--- src/rtl/core/strc_pkg.sv ---
package strc_pkg;

  // table geometry
  localparam int CAPACITY    = 1024;
  localparam int CNT_W       = $clog2(CAPACITY + 1);
  localparam int IDX_W       = (CAPACITY > 1) ? $clog2(CAPACITY) : 1;
  localparam int LANES       = (CAPACITY < 32) ? CAPACITY : 32;
  localparam int NUM_GROUPS  = (CAPACITY + LANES - 1) / LANES;
  localparam int GRP_W       = (NUM_GROUPS > 1) ? $clog2(NUM_GROUPS) : 1;
  localparam int PAD         = NUM_GROUPS * LANES;
  localparam int LANE_CW     = $clog2(LANES + 1);
  localparam int FIELD_CNT_W = 11;

  // request kinds
  localparam logic [1:0] KIND_LOAD    = 2'd0;
  localparam logic [1:0] KIND_REPLACE = 2'd1;
  localparam logic [1:0] KIND_COUNT   = 2'd2;

  typedef struct packed {
    logic [1:0]         kind;
    logic signed [31:0] value;
    logic signed [31:0] upper;
  } req_t;

  typedef struct packed {
    logic [FIELD_CNT_W-1:0] count;
    logic                   appended;
    logic [FIELD_CNT_W-1:0] table_size;
    logic                   overflow;
  } rsp_t;

  // broadcast from the controller to every cell
  typedef struct packed {
    logic               shift;
    logic               write;
    logic [IDX_W-1:0]   pos;
    logic [CNT_W-1:0]   fill;
    logic signed [31:0] key;
    logic signed [31:0] hi_key;
  } cell_ctl_t;

  typedef struct packed {
    logic lt;
    logic le;
    logic le_hi;
  } cell_flags_t;

  typedef struct packed {
    logic [CNT_W-1:0] n_lt;
    logic [CNT_W-1:0] n_le;
    logic [CNT_W-1:0] n_hi;
  } tally_t;

  typedef enum logic [1:0] {
    ST_IDLE,
    ST_SWEEP,
    ST_FINISH
  } state_t;

endpackage

--- src/rtl/core/strc_cell.sv ---
module strc_cell (
  input  logic                      clk,
  input  logic [strc_pkg::IDX_W-1:0] idx,
  input  strc_pkg::cell_ctl_t       ctl,
  input  logic signed [31:0]        left,
  output logic signed [31:0]        entry,
  output strc_pkg::cell_flags_t     flags
);
  import strc_pkg::*;

  logic [CNT_W-1:0] idx_ext;
  logic             valid;

  // a cell holds a live entry when it sits below the fill level
  assign idx_ext = CNT_W'(idx);
  assign valid   = idx_ext < ctl.fill;

  // compare flags against the broadcast bounds
  assign flags.lt    = valid && (entry < ctl.key);
  assign flags.le    = valid && (entry <= ctl.key);
  assign flags.le_hi = valid && (entry <= ctl.hi_key);

  // shift up from the left neighbour above the insert point, or take the key
  always_ff @(posedge clk) begin
    if (ctl.shift && (idx > ctl.pos) && (idx_ext <= ctl.fill)) begin
      entry <= left;
    end else if ((ctl.shift || ctl.write) && (idx == ctl.pos)) begin
      entry <= ctl.key;
    end
  end

endmodule

--- config.mk ---
export PLATFORM = sky130hd
export DESIGN_NAME = strc_cell
export DESIGN_NICKNAME = d
export VERILOG_FILES = /design/src/rtl/core/strc_pkg.sv /design/src/rtl/core/strc_cell.sv
export SDC_FILE = /design/constraint.sdc
export NUM_CORES = 1
export LEC_CHECK = 0
export ABC_CLOCK_PERIOD_IN_PS = 6300
export BUFFER_PORTS_ARGS = -buffer_cell sky130_fd_sc_hd__clkbuf_2
export CAP_MARGIN = 20
export CORE_MARGIN = 5
export CORE_UTILIZATION = 29
export CTS_CLUSTER_DIAMETER = 150
export DETAILED_ROUTE_END_ITERATION = 12
export HOLD_SLACK_MARGIN = 0.15
export PLACE_DENSITY_LB_ADDON = 0.2
export SYNTH_ARGS = -nofsm -noshare
export SYNTH_HDL_FRONTEND = slang
export SYNTH_SLANG_ARGS = --single-unit
--- constraint.sdc ---
create_clock -name clk -period 6.3 [get_ports clk]
set_input_delay 1.575 -clock clk [delete_from_list [all_inputs] [get_ports clk]]
set_output_delay 1.575 -clock clk [all_outputs]
set_load 0.005 [all_outputs]
==> results.cfg <==
[run_status]
status = complete, no violations

[final_layout]
fill_cells = 1298
mostFrequentLayoutCell = clkbuf_2
reg_top3 = entry: 32 flops
n_antenna_cell = 0
nets = 755
area_growth_syn_to_layout_pct = 32.44
top_register = entry
largest_register_ffs = 32
final_cell_mix = clkbuf_2 (164), inv_1 (88), ha_1 (84)
drive_above_1_share = 0.3893

[clocking]
cts.repair.resized = 0
tritoncts = yes
clockBufferDepth = 2
htree_levels = 2
postCtsHoldBufs = 0
clkSlewWorstSetupHoldPaths_ps = 60
post-cts-setup-buffers = 0
ctsRootBufferMaster = clkbuf_16
cts_buffers = 5
clock_sinks = 32

[power]
power_frac_seq = 0.330
static-leakage-power_nw = 2.788
peakVddDrop_v = 0.00007815
p_int_mw = 0.6049
p_sw_mw = 0.2606
swShare = 0.3010
power_density_nw_per_um2 = 179.1
p_comb_frac = 0.345
clkPwrFrac = 0.325

[floorplan]
start_util = 0.2927
core.rowCount = 41
die_w_um = 122.2
die_h_um = 122.2
dieArea_um2 = 14920
core_area_um2 = 12470
io_pins = 165

[sta]
max_slew_margin = 0.5789
final_hold_viol_count = 0
rsz0062_at_grt = false
tightest_slew_ps = 629.3
setup_ws_ps = 905.6
fin_crit_sh = 0.8563
fmax_mhz = 185.4
setup_viol = 0
slew_viol_final = 0
min_period_ps = 5394
final.setup.tns_ps = 0

[yosys]
syn_area_um2 = 3648
yosysSeqAreaShare = 0.2634
postSynthAreaPerCell_um2 = 9.834
synth.yosys.warnings = 0
synth_cell_types = 33
synthCells = 371
syn-num-nets = 585
ys_ff_latch = 32

[critical_path]
crit_path_end_kind = output port
crit_required_ps = 4720
path_class = primary input to output port
crit_path_start_kind = primary input
worstPathArrival_ps = 3820
worstPathMaxFanout = 2

[drt]
post-route-drc-count = 0
first_pass_iters = 4
routed_wl_um = 10050
ant_nets = 0
num_vias = 3196
wl_per_cell_um = 14.07
drtIter0Drc = 71
viasPerCell = 4.476

[min_path]
hold_path_class = primary input to flip-flop

[global_routing]
grt_pass1_wl_um = 15770
antenna_found_initial = 0
grt_max_degree = 19
grt_usage = 0.1333
grt_pass1_vias = 3339
gr-total-overflow = 0

[run]
maxCapViolations = 0

[placement]
globalplace.congestion = 0.7873
dp_hpwl_um = 8846
post-place-ws_ps = 756.0
portBuffers = 164
[cell usage after synthesis]
cell	count	area, um^2
and3_1	1	6.260
nand2_1	15	56.30
nor3_1	1	5.000
or3_1	1	6.260
mux2_4	29	435.4
buf_6	1	11.26
o21a_1	1	7.510
nor2b_1	2	12.51
a21o_1	14	105.1
edfxtp_1	32	960.9
inv_1	88	330.3
buf_12	3	60.06
a21oi_1	29	145.1
a211oi_2	1	12.51
a21boi_0	1	7.510
mux2_2	3	33.78
nor4_1	4	25.02
nor3_2	1	10.01
a211o_1	1	8.760
nand4_1	14	87.58
a221oi_1	4	35.03
nand3_1	8	40.04
o311a_1	1	10.01
nand2b_1	1	6.260
nand3b_1	1	7.510
o211ai_1	2	15.01
ha_1	84	1051
o21ai_0	13	65.06
and4_1	1	8.760
nor2_1	8	30.03
a211oi_1	3	22.52
xor2_1	2	17.52
o22ai_2	1	12.51
[area by class of cell]
class	count	area (um^2)	share of cell area
Inverter	88	330.3	0.06836
Clock buffer	6	128.9	0.02667
Timing Repair Buffer	167	863.3	0.1787
Multi-Input combinational cell	247	2298	0.4757
Tap cell	172	215.2	0.04454
Clock inverter	2	35.03	0.007250
Sequential cell	32	960.9	0.1989
[worst paths after layout]
kind / startpoint / cells after the start / to / slack [ps]
worst max-delay path: ctl[15] / 11 / flags[0] / 910
worst min-delay path: left[29] / 2 / entry[29] / 1600
[cell families (layout without fill, tap and decap cells)]
logic type	after synthesis	count (layout)	synth area share
adders and majority gates	84	84	0.2881
AOI/OAI and AO/OA	71	71	0.1224
xor gates and xnor gates	2	2	0.004802
DFF	32	32	0.2634
muxes	32	32	0.1286
buffers and inverters	92	263	0.1101
and+or+nand+nor	58	58	0.08265
[critical path, stage by stage]
cell	delay (ps)
clkbuf_2	80
inv_1	30
ha_1	290
nand4_1	180
nor4_1	490
o21ai_0	320
o211ai_1	210
a21oi_1	110
xor2_1	160
a21oi_1	190
clkbuf_2	160
[per-stage QoR]
stage	utilization	cell area, um^2	power (mW)	instances	hold slack, ps
after detailed placement	0.3745	4668	0.5938	706	1880
after CTS	0.3876	4832	0.8843	714	1588
after global placement	0.3723	4641	0.5850	705	1876
after floorplan	-	3649	0.4716	371	1792
final	0.3876	4832	0.8655	714	1595
after global routing	0.3876	4832	0.9346	714	1592
[routing by layer]
| metal | global-route usage | part of all wire | wire length (um) | vias to the layer above |
|---|---|---|---|---|
| li1 | - | - | - | 1653 |
| met1 | 0.1676 | 0.44 | 4463 | 1442 |
| met2 | 0.2362 | 0.49 | 4906 | 94 |
| met3 | 0.02646 | 0.056 | 562 | 7 |
| met4 | 0.02869 | 0.011 | 115 | 0 |
| met5 | 0 | 0 | 0 | - |
[power by group through the flow]
stage | combinational (mW) | clock (mW) | sequential [mW]
after floorplan | 0.185 | 0 | 0.287
after global placement | 0.295 | 0 | 0.290
after detailed placement | 0.303 | 0 | 0.291
after CTS | 0.306 | 0.292 | 0.286
after global routing | 0.344 | 0.302 | 0.288
final | 0.299 | 0.281 | 0.285
(Power assumes the default switching activity.)
